<file path="src/rtl/sbad_pkg.sv">
// Shared constants for the signed binary to ASCII decimal converter.
package sbad_pkg;

    // Default width of the signed input value.
    localparam int VALUE_BITS_DEF = 16;

    // Depth of the queue between the front and the back.
    localparam int QUEUE_DEPTH = 2;

    // ASCII codes of the emitted characters.
    localparam logic [7:0] ASCII_ZERO = 8'd48;
    localparam logic [7:0] CH_MINUS   = 8'h2D;
    localparam logic [7:0] CH_CR      = 8'h0D;
    localparam logic [7:0] CH_LF      = 8'h0A;

    // BCD digits at or above this threshold get the add-3 correction.
    localparam logic [3:0] BCD_ADJ_MIN = 4'd5;
    localparam logic [3:0] BCD_ADJ_ADD = 4'd3;

endpackage

</file>
<file path="src/rtl/signed_binary_to_ascii_decimal.sv">
// Top level of the signed binary to ASCII decimal text converter.
//
// Usage:
//   Input: drive value and raise start; the value is taken at a rising
//   edge where start is high and busy is low. busy rises only when the
//   two-entry input queue is full, so two values can be handed over while
//   a third is being emitted.
//   Output: each text byte appears on text_byte for exactly one cycle with
//   strobe high. A run is an optional '-', the decimal digits with no
//   leading zeros ("0" for zero), then CR and LF; last marks the LF.
//   The receiver cannot stall; every strobed beat must be taken.
// Sequence per value: the value is loaded, then converted by shift-add-3
//   (one magnitude bit per cycle), then the leading digit is located, then
//   the bytes go out at one cycle per output byte (3 to 8 at 16 bits).
//   The converter takes no new item until the LF of the last one is out;
//   the bit-serial BCD loop and the one-byte-per-cycle output set its pace.
//   The first byte leaves after the conversion and the leading-digit scan.
// Reset: rst_n clears the queue and the sequencer; no beat is in flight.
module signed_binary_to_ascii_decimal #(
    parameter int VALUE_BITS = sbad_pkg::VALUE_BITS_DEF
) (
    input  logic                  clk,
    input  logic                  rst_n,
    input  logic                  start,
    output logic                  busy,
    input  logic [VALUE_BITS-1:0] value,
    output logic                  strobe,
    output logic [7:0]            text_byte,
    output logic                  last
);

    logic                  q_valid;
    logic                  q_take;
    logic                  q_negative;
    logic [VALUE_BITS-1:0] q_mag;

    // Accept and classify.
    sbad_front #(
        .VALUE_BITS(VALUE_BITS)
    ) u_front (
        .clk        (clk),
        .rst_n      (rst_n),
        .start      (start),
        .busy       (busy),
        .value      (value),
        .q_valid    (q_valid),
        .q_take     (q_take),
        .q_negative (q_negative),
        .q_mag      (q_mag)
    );

    // Convert and emit.
    sbad_back #(
        .VALUE_BITS(VALUE_BITS)
    ) u_back (
        .clk        (clk),
        .rst_n      (rst_n),
        .q_valid    (q_valid),
        .q_take     (q_take),
        .q_negative (q_negative),
        .q_mag      (q_mag),
        .strobe     (strobe),
        .text_byte  (text_byte),
        .last       (last)
    );

endmodule

</file>
<file path="src/rtl/sbad_front.sv">
// Front end: accept a value, split it into sign and magnitude, and queue it.
module sbad_front #(
    parameter int VALUE_BITS = sbad_pkg::VALUE_BITS_DEF
) (
    input  logic                  clk,
    input  logic                  rst_n,
    input  logic                  start,
    output logic                  busy,
    input  logic [VALUE_BITS-1:0] value,
    output logic                  q_valid,
    input  logic                  q_take,
    output logic                  q_negative,
    output logic [VALUE_BITS-1:0] q_mag
);

    localparam int DEPTH = sbad_pkg::QUEUE_DEPTH;
    localparam int PTR_W = (DEPTH > 1) ? $clog2(DEPTH) : 1;
    localparam int CNT_W = $clog2(DEPTH + 1);

    logic                  neg_mem [DEPTH];
    logic [VALUE_BITS-1:0] mag_mem [DEPTH];
    logic [PTR_W-1:0]      wr_ptr_reg;
    logic [PTR_W-1:0]      rd_ptr_reg;
    logic [CNT_W-1:0]      count_reg;
    logic [CNT_W-1:0]      count_next;
    logic                  push;
    logic                  pop;
    logic                  in_negative;
    logic [VALUE_BITS-1:0] in_mag;

    // Classify the incoming beat: sign bit and unsigned magnitude.
    assign in_negative = value[VALUE_BITS-1];
    assign in_mag      = in_negative ? (~value + VALUE_BITS'(1)) : value;

    assign busy    = (count_reg == CNT_W'(DEPTH));
    assign push    = start && !busy;
    assign q_valid = (count_reg != '0);
    assign pop     = q_take && q_valid;

    assign q_negative = neg_mem[rd_ptr_reg];
    assign q_mag      = mag_mem[rd_ptr_reg];

    // Track fill level.
    always_comb
    begin
        count_next = count_reg;
        if (push && !pop)
        begin
            count_next = count_reg + CNT_W'(1);
        end
        else if (pop && !push)
        begin
            count_next = count_reg - CNT_W'(1);
        end
    end

    // Advance pointers and level.
    always_ff @(posedge clk or negedge rst_n)
    begin
        if (!rst_n)
        begin
            wr_ptr_reg <= '0;
            rd_ptr_reg <= '0;
            count_reg  <= '0;
        end
        else
        begin
            count_reg <= count_next;
            if (push)
            begin
                wr_ptr_reg <= (wr_ptr_reg == PTR_W'(DEPTH - 1)) ? '0 : wr_ptr_reg + PTR_W'(1);
            end
            if (pop)
            begin
                rd_ptr_reg <= (rd_ptr_reg == PTR_W'(DEPTH - 1)) ? '0 : rd_ptr_reg + PTR_W'(1);
            end
        end
    end

    // Hold queued entries.
    always_ff @(posedge clk)
    begin
        if (push)
        begin
            neg_mem[wr_ptr_reg] <= in_negative;
            mag_mem[wr_ptr_reg] <= in_mag;
        end
    end

`ifndef SYNTH
    a_level_bound: assert property (@(posedge clk) disable iff (!rst_n)
        count_reg <= CNT_W'(DEPTH))
        else $error("queue level above depth");

    a_push_grows: assert property (@(posedge clk) disable iff (!rst_n)
        push && !pop |=> count_reg == $past(count_reg) + CNT_W'(1))
        else $error("queue level did not grow on push");

    a_ptrs_meet_empty: assert property (@(posedge clk) disable iff (!rst_n)
        count_reg == '0 |-> wr_ptr_reg == rd_ptr_reg)
        else $error("pointers differ on empty queue");
`endif

endmodule

</file>
<file path="src/rtl/sbad_back.sv">
// Back end: shift-add-3 binary to BCD conversion, then byte emission.
module sbad_back #(
    parameter int VALUE_BITS = sbad_pkg::VALUE_BITS_DEF
) (
    input  logic                  clk,
    input  logic                  rst_n,
    input  logic                  q_valid,
    output logic                  q_take,
    input  logic                  q_negative,
    input  logic [VALUE_BITS-1:0] q_mag,
    output logic                  strobe,
    output logic [7:0]            text_byte,
    output logic                  last
);

    localparam int DIGITS = (VALUE_BITS * 30103) / 100000 + 1;
    localparam int IDX_W  = (DIGITS > 1) ? $clog2(DIGITS) : 1;
    localparam int CNT_W  = $clog2(VALUE_BITS + 1);

    typedef enum logic [2:0] {
        S_IDLE,
        S_CONV,
        S_SCAN,
        S_SIGN,
        S_DIGIT,
        S_CR,
        S_LF
    } state_t;

    state_t                   state_reg;
    logic [VALUE_BITS-1:0]    mag_reg;
    logic [DIGITS-1:0][3:0]   bcd_reg;
    logic [DIGITS-1:0][3:0]   bcd_adj;
    logic [DIGITS-1:0][3:0]   bcd_next;
    logic                     neg_reg;
    logic [CNT_W-1:0]         cnt_reg;
    logic [IDX_W-1:0]         idx_reg;
    logic [IDX_W-1:0]         lead_idx;
    logic                     strobe_reg;
    logic [7:0]               byte_reg;
    logic                     last_reg;

    assign q_take    = (state_reg == S_IDLE) && q_valid;
    assign strobe    = strobe_reg;
    assign text_byte = byte_reg;
    assign last      = last_reg;

    // Correct each BCD digit, then shift in the next magnitude bit.
    always_comb
    begin
        for (int i = 0; i < DIGITS; i++)
        begin
            bcd_adj[i] = (bcd_reg[i] >= sbad_pkg::BCD_ADJ_MIN) ?
                         bcd_reg[i] + sbad_pkg::BCD_ADJ_ADD : bcd_reg[i];
        end
        // The bit shifted out of the top digit is always zero.
        bcd_next = (4 * DIGITS)'({bcd_adj, mag_reg[VALUE_BITS-1]});
    end

    // Find the highest nonzero digit; zero yields digit 0.
    always_comb
    begin
        lead_idx = '0;
        for (int i = 0; i < DIGITS; i++)
        begin
            if (bcd_reg[i] != 4'd0)
            begin
                lead_idx = IDX_W'(i);
            end
        end
    end

    // Sequence conversion and emission; hold the output beat registers.
    always_ff @(posedge clk or negedge rst_n)
    begin
        if (!rst_n)
        begin
            state_reg  <= S_IDLE;
            strobe_reg <= 1'b0;
            last_reg   <= 1'b0;
            byte_reg   <= '0;
            mag_reg    <= '0;
            bcd_reg    <= '0;
            neg_reg    <= 1'b0;
            cnt_reg    <= '0;
            idx_reg    <= '0;
        end
        else
        begin
            strobe_reg <= 1'b0;
            last_reg   <= 1'b0;
            unique case (state_reg)
                S_IDLE:
                begin
                    if (q_valid)
                    begin
                        mag_reg   <= q_mag;
                        neg_reg   <= q_negative;
                        bcd_reg   <= '0;
                        cnt_reg   <= CNT_W'(VALUE_BITS);
                        state_reg <= S_CONV;
                    end
                end
                S_CONV:
                begin
                    bcd_reg <= bcd_next;
                    mag_reg <= {mag_reg[VALUE_BITS-2:0], 1'b0};
                    cnt_reg <= cnt_reg - CNT_W'(1);
                    if (cnt_reg == CNT_W'(1))
                    begin
                        state_reg <= S_SCAN;
                    end
                end
                S_SCAN:
                begin
                    idx_reg   <= lead_idx;
                    state_reg <= neg_reg ? S_SIGN : S_DIGIT;
                end
                S_SIGN:
                begin
                    strobe_reg <= 1'b1;
                    byte_reg   <= sbad_pkg::CH_MINUS;
                    state_reg  <= S_DIGIT;
                end
                S_DIGIT:
                begin
                    strobe_reg <= 1'b1;
                    byte_reg   <= sbad_pkg::ASCII_ZERO + {4'd0, bcd_reg[idx_reg]};
                    if (idx_reg == '0)
                    begin
                        state_reg <= S_CR;
                    end
                    else
                    begin
                        idx_reg <= idx_reg - IDX_W'(1);
                    end
                end
                S_CR:
                begin
                    strobe_reg <= 1'b1;
                    byte_reg   <= sbad_pkg::CH_CR;
                    state_reg  <= S_LF;
                end
                S_LF:
                begin
                    strobe_reg <= 1'b1;
                    last_reg   <= 1'b1;
                    byte_reg   <= sbad_pkg::CH_LF;
                    state_reg  <= S_IDLE;
                end
                default:
                begin
                    state_reg <= S_IDLE;
                end
            endcase
        end
    end

`ifndef SYNTH
    a_last_is_lf: assert property (@(posedge clk) disable iff (!rst_n)
        last_reg |-> strobe_reg && byte_reg == sbad_pkg::CH_LF)
        else $error("last beat is not a line feed");

    a_cr_then_lf: assert property (@(posedge clk) disable iff (!rst_n)
        strobe_reg && byte_reg == sbad_pkg::CH_CR |=> strobe_reg && last_reg)
        else $error("carriage return not followed by closing line feed");

    a_quiet_in_conv: assert property (@(posedge clk) disable iff (!rst_n)
        state_reg == S_CONV |-> !strobe_reg)
        else $error("beat emitted during conversion");

    a_take_only_idle: assert property (@(posedge clk) disable iff (!rst_n)
        q_take |=> state_reg == S_CONV)
        else $error("taken item did not start conversion");
`endif

endmodule
</file>
<file path="config.mk">
export PLATFORM = sky130hd
export DESIGN_NAME = signed_binary_to_ascii_decimal
export DESIGN_NICKNAME = d
export VERILOG_FILES = /design/src/rtl/sbad_pkg.sv /design/src/rtl/signed_binary_to_ascii_decimal.sv /design/src/rtl/sbad_front.sv /design/src/rtl/sbad_back.sv
export SDC_FILE = /design/constraint.sdc
export NUM_CORES = 1
export LEC_CHECK = 0
export BUFFER_PORTS_ARGS = -buffer_cell sky130_fd_sc_hd__buf_2
export CORE_ASPECT_RATIO = 0.5
export CORE_MARGIN = 2
export CORE_UTILIZATION = 50
export DETAILED_ROUTE_END_ITERATION = 7
export PLACE_DENSITY = 0.68
export SLEW_MARGIN = 5
export SYNTH_ARGS = -nofsm -noshare
export SYNTH_HDL_FRONTEND = slang
export SYNTH_SLANG_ARGS = --single-unit
export TNS_END_PERCENT = 50
</file>
<file path="constraint.sdc">
create_clock -name clk -period 2.3 [get_ports clk]
set_clock_uncertainty 0.1 [all_clocks]
set_input_delay 0 -clock clk [delete_from_list [all_inputs] [get_ports clk]]
set_output_delay 0 -clock clk [all_outputs]
set_load 0.05 [all_outputs]
</file>
==> metrics.csv, run 1 <==
metric,value,unit
post-synthesis sequential area ratio,51.6,%
power density cells,1270,nW/um^2
Reg2Reg Launch Point,u_back.bcd_reg[4],
"most common cell after layout, fill and taps aside",dfrtp_1,
mux cell area share after synthesis,10.6,%
Post-Route Utilization,58.7,%
CP Cell Sequence,inv_1 -> ha_1 -> or3b_2 -> a31oi_1 -> o22ai_1 -> mux2_2,
layout cell share with drive strength beyond 1,17.2,%
Final TNS setup,0,ns
Largest register FFs,32,
worst path required time,2.43,ns
Slew @ Worst Pin,0.702,ns
Mapped Area,4890,sq um
Layout area overhead,14.0,%
main flop type after synthesis,dfrtp_1,
Synth Area in Simple Gates,12.7,%
placed cells,584,
routed length per instance,14.1,um
GP Congestion,0.773,
CTS buffer count,9,
vias after detailed routing,3227,
Crit Path Class,reg2reg,
CP arrival,2.11,ns
antenna violations before repair,0,
Mapped Cells,435,
design area,5570,sq um
min-delay worst type,in2reg,
FF-to-FF End,u_back.idx_reg[0],
Total Nets Final,512,
H-tree depth,3,
DR iter-0 viols,166,
Hold Crit Endpoint,u_front.mag_mem[1][3],
fmax,504,MHz
Worst Hold Depth,3,
"Slowest-stage cell, CP",or3b_2,
largest family of logic cells by synthesized area,simple AND/OR/NAND/NOR gates,
R2R setup slack,0.32,ns
syn avg cell area,11.2,sq um
WHS,0.0707,ns
YS warnings,0,
Port Buffers,27,
Yosys cell types,54,
clk sinks,94,
Final Hold Viols,0,
Rows,25,
post-layout min period,1.98,ns
Post-CTS Setup Inserts,0,
# setup viols final,0,
Antenna diodes,0,
startpoint types,register,
pin count of the biggest net entering global routing,34,
final slew viol count,0,
DP Area,5120,sq um
Final Non-Filler Cells,617,
status,completed,
CTS tree,built,
# DRC,0,
max incr delay on CP,0.47,ns
root buffer cell,clkbuf_16,
Synth Area in Compound Gates,10.9,%
crit-path max FO,5,
GRT Util Overall,18.5,%
max_cap viols,0,
Synth async-reset ratio,63.8,%
1st-pass router iterations,4,
WL final,8700,um
Synth Area in XOR/XNOR,4.84,%
Post-DP HPWL,5900,um
min-delay src,value[1],
Die Y,73.9,um
I/O Pins,30,
RSZ-0062 raised after global routing,no,
Slew HR,53.2,%
Clock Path Buffers,2,
leakage,2.38,nW
die area,10600,sq um
first-pass GRT wire length,15100,um
R2R cell count,6,
Die Wd,144,um
grt ovf,0,
clk_lat worst skew,0.34,ns
"leading cell types in the layout, fill and taps excluded","60 x dfrtp_1, 50 x nand2_1, 47 x o21ai_0",
antenna-violating nets left,0,
core area,9480,sq um
Tcrit/Tclk final,86.2,%
CTS clock-pin slew for the worst setup and hold paths,0.07,ns
average via count per standard cell,5.23,
Yosys reg bits,94,
Initial Utilization,51.6,%
Worst Setup End Kind,register,
peak supply drop,0.527,mV
Post-synth EDFFs,34,
Synth Area in Adders,4.10,%
number of global-route vias before repair,3146,
## cells by family (layout without fill, tap and decap cells)
family                   count (synthesis)  in the layout
XOR/XNOR                                27             27
buffers and inverters                   46             92
multiplexers                            43             43
other                                    1              2
adder cells (fa/ha/maj)                 16             16
flip-flops                              94             94
AO/OA/AOI/OAI                           87             87
AND/OR/NAND/NOR                        121            121
## Yosys cell counts, drive strengths merged, types with 3 or more instances
| cell type | number | area (sq um) |
|---|---|---|
| nor2b | 5 | 31.3 |
| or3b | 4 | 35.0 |
| nor3 | 10 | 50.1 |
| nor3b | 3 | 27.5 |
| o21ai | 49 | 249 |
| buf | 20 | 158 |
| ha | 16 | 200 |
| xor2 | 5 | 43.8 |
| mux4 | 4 | 101 |
| mux2i | 20 | 200 |
| nand3 | 10 | 55.1 |
| nor4 | 3 | 18.8 |
| nand2b | 12 | 75.1 |
| edfxtp | 34 | 1020 |
| dfrtp | 60 | 1500 |
| a21oi | 12 | 60.1 |
| xnor2 | 22 | 193 |
| nand2 | 50 | 188 |
| nor2 | 12 | 45.0 |
| clkbuf | 6 | 22.5 |
| o31ai | 6 | 50.1 |
| inv | 20 | 75.1 |
| mux2 | 19 | 214 |
| a22o | 5 | 43.8 |
## power breakdown
group / total, mW / internal (mW) / switching, mW
combinational: 2.94 / 1.25 / 1.69
sequential: 2.75 / 2.32 / 0.427
clock: 1.36 / 0.738 / 0.626
total: 7.05 / 4.31 / 2.74
## per-stage QoR
| step | worst slack [ns] | power [mW] |
|---|---|---|
| final | 0.317 | 7.05 |
| after global routing | 0.231 | 7.60 |
| after floorplan | 0.374 | 5.10 |
| after CTS | 0.342 | 7.11 |
| after global placement | 0.397 | 5.62 |
| after detailed placement | 0.352 | 5.72 |
## critical path, delay by kind of cell, from the launching register on
family / cells / cell delay [ns]
AOI/OAI and AO/OA: 2 / 0.30
adders and majority gates: 1 / 0.22
buffers and inverters: 1 / 0.11
DFF: 1 / 0.42
muxes: 1 / 0.26
and+or+nand+nor: 1 / 0.47
## worst max-delay path by stage
stage                               from                    end  slack, ns  cells after the start
finish                 u_back.bcd_reg[4]      u_back.idx_reg[0]       0.32                      6
global route           u_back.bcd_reg[4]      u_back.idx_reg[0]       0.23                      6
CTS                    u_back.bcd_reg[4]      u_back.idx_reg[0]       0.34                      6
detailed placement     u_back.bcd_reg[4]      u_back.idx_reg[0]       0.35                      6
global placement      u_back.bcd_reg[12]      u_back.idx_reg[1]       0.40                      6
floorplan           u_front.count_reg[0]  u_front.mag_mem[0][0]       0.37                      4
## what timing repair did
item / in CTS / in global routing
gates resized for setup: 0 / 0
endpoints found under the hold margin: 62 / 0
hold buffers: 17 / 0
## cell type report
type | instances | area [sq um]
Tap cell | 135 | 169
Fill cell | 800 | 3910
Sequential cell | 94 | 2520
Clock buffer | 10 | 229
Clock inverter | 6 | 46.3
Inverter | 20 | 75.1
Multi-Input combinational cell | 296 | 2120
Timing Repair Buffer | 56 | 408
## metal layers
layer  GRT usage [%]  vias up  share of wire [%]
li1                -     1620                  -
met1            23.8     1538                 48
met2            31.0       59                 46
met3            4.82       10                3.9
met4            6.86        0                1.5
met5               0        -                  0
(Power assumes the default switching activity.)
==> inputs of run 2 (changes only) <==
Settings changed: CTS_BUF_LIST set to sky130_fd_sc_hd__clkbuf_8.
==> run 2 against run 1 <==
  * Count of clock-buffer cells in the layout fell by 1
  * Critical path depth unchanged
  * Maximum frequency is 1.1% higher
  * Critical endpoint unchanged
  * Largest cell class unchanged
  * Largest power group unchanged
==> metrics.csv, run 2 (synthesis results as in run 1) <==
metric,value,unit,change
die area,10600,sq um,unchanged
pin count of the biggest net entering global routing,34,,unchanged
antenna-violating nets left,0,,unchanged
clk sinks,94,,unchanged
power density cells,1220,nW/um^2,was 1270 nW/um^2
DP Worst Slack,0.352,ns,unchanged
fmax,510,MHz,was 504 MHz
H-tree depth,3,,unchanged
core area,9480,sq um,unchanged
CP arrival,2.12,ns,was 2.11 ns
Antenna diodes,0,,unchanged
CTS tree,built,,unchanged
max incr delay on CP,0.46,ns,was 0.47 ns
GRT Util Overall,18.5,%,about the same
CTS clock-pin slew for the worst setup and hold paths,0.09,ns,was 0.07 ns
Port Buffers,27,,unchanged
antenna violations before repair,0,,unchanged
"Slowest-stage cell, CP",or3b_2,,unchanged
DP Area,5120,sq um,unchanged
root buffer cell,clkbuf_8,,was clkbuf_16
Reg area,2520,sq um,unchanged
placed cells,584,,unchanged
CP Cell Sequence,inv_1 -> ha_1 -> or3b_2 -> a31oi_1 -> o22ai_1 -> mux2_2,,unchanged
1st-pass router iterations,4,,unchanged
Largest register FFs,32,,unchanged
first-pass GRT wire length,15100,um,about the same
peak supply drop,0.521,mV,was 0.527 mV
WL final,8670,um,was 8700 um
GP Congestion,0.773,,unchanged
"most common cell after layout, fill and taps aside",dfrtp_1,,unchanged
Final Hold Viols,0,,unchanged
Total Nets Final,512,,unchanged
Worst Setup End Kind,register,,unchanged
worst path required time,2.45,ns,was 2.43 ns
startpoint types,register,,unchanged
Crit Path Class,reg2reg,,unchanged
Die Y,73.9,um,unchanged
Post-DP HPWL,5900,um,unchanged
# DRC,0,,unchanged
Resize count post-CTS,0,,unchanged
RSZ-0062 raised after global routing,no,,unchanged
average via count per standard cell,5.18,,was 5.23
Tcrit/Tclk final,85.3,%,was 86.2%
fillers,812,,was 800
"leading cell types in the layout, fill and taps excluded","60 x dfrtp_1, 50 x nand2_1, 47 x o21ai_0",,unchanged
clk_lat worst skew,0.37,ns,was 0.34 ns
Slew HR,53.4,%,was 53.2%
layout cell share with drive strength beyond 1,17.2,%,unchanged
final worst slack,0.339,ns,was 0.317 ns
Clock Path Buffers,2,,unchanged
footprint of the multi-input gates,2120,sq um,unchanged
I/O Pins,30,,unchanged
final slew viol count,0,,unchanged
Rows,25,,unchanged
grt ovf,0,,unchanged
# setup viols final,0,,unchanged
Die Wd,144,um,unchanged
Layout area overhead,11.9,%,was 14.0%
Post-CTS Setup Inserts,0,,unchanged
routed length per instance,14.1,um,about the same
DR iter-0 viols,157,,was 166
min-delay worst type,in2reg,,unchanged
leakage,2.33,nW,was 2.38 nW
Final TNS setup,0,ns,unchanged
number of global-route vias before repair,3134,,was 3146
Hold Buf Count CTS,17,,unchanged
design area,5470,sq um,was 5570 sq um
Slew @ Worst Pin,0.699,ns,was 0.702 ns
Initial Utilization,51.6,%,unchanged
vias after detailed routing,3197,,was 3227
crit-path max FO,5,,unchanged
Final Non-Filler Cells,617,,unchanged
max_cap viols,0,,unchanged
status,completed,,unchanged
CTS buffer count,9,,unchanged
post-layout min period,1.96,ns,was 1.98 ns
run 2: cell types whose count changed in the layout (fill, tap and decap cells not counted), sizes merged:
cell	delta
inv	+1
clkbuf	-1
run 2: worst paths after layout:
| check | depth (start not counted) | startpoint | end | slack, ns |
|---|---|---|---|---|
| setup / recovery | 6 | u_back.bcd_reg[4] | u_back.idx_reg[0] | 0.34 |
| hold / removal | 3 | value[1] | u_front.mag_mem[1][1] | 0.05 |
| setup reg to reg | 6 | u_back.bcd_reg[4] | u_back.idx_reg[0] | 0.34 |
| hold reg to reg | 2 | u_back.mag_reg[6] | u_back.mag_reg[7] | 0.38 |
| max in group asynchronous | 3 | rst_n | u_back.mag_reg[3] | 1.37 |
| min in group asynchronous | 2 | rst_n | u_back.mag_reg[10] | 0.12 |
run 2: layout make-up:
type                            instances  area share (%)
Sequential cell                        94            46.1
Timing Repair Buffer                   56            7.46
Tap cell                              135            3.09
Clock buffer                            9            2.27
Clock inverter                          7           0.916
Multi-Input combinational cell        296            38.8
Inverter                               20            1.37
run 2: layer usage:
layer	global-route usage (%)	part of all wire, %	wire, um	vias to the layer above
met5	0	0	0	-
met4	6.64	1.6	141	0
met3	4.04	2.7	237	12
met2	31.5	47	4090	45
met1	23.8	48	4200	1521
li1	-	-	-	1619
run 2: where the power goes:
| part | internal [mW] | switching [mW] |
|---|---|---|
| clock | 0.394 | 0.578 |
| combinational | 1.25 | 1.68 |
| sequential | 2.32 | 0.426 |
| total | 3.96 | 2.69 |
run 2: per-stage QoR:
step | hold WS [ns] | util, % | power [mW]
2_1_floorplan | -0.396 | - | 5.10
5_1_grt | 0.0669 | 57.7 | 7.21
3_3_place_gp | -0.00801 | 54.0 | 5.62
6_report | 0.0471 | 57.7 | 6.65
4_1_cts | 0.0226 | 57.7 | 6.71
3_5_place_dp | -0.00545 | 54.0 | 5.72
run 2: worst max-delay path: cells and delay by family, from the launching register on:
| kind | cells | cell delay, ns |
|---|---|---|
| simple gates | 1 | 0.46 |
| mux | 1 | 0.26 |
| compound gates | 2 | 0.27 |
| buf+inv | 1 | 0.11 |
| fa+ha+maj | 1 | 0.21 |
| flops | 1 | 0.43 |
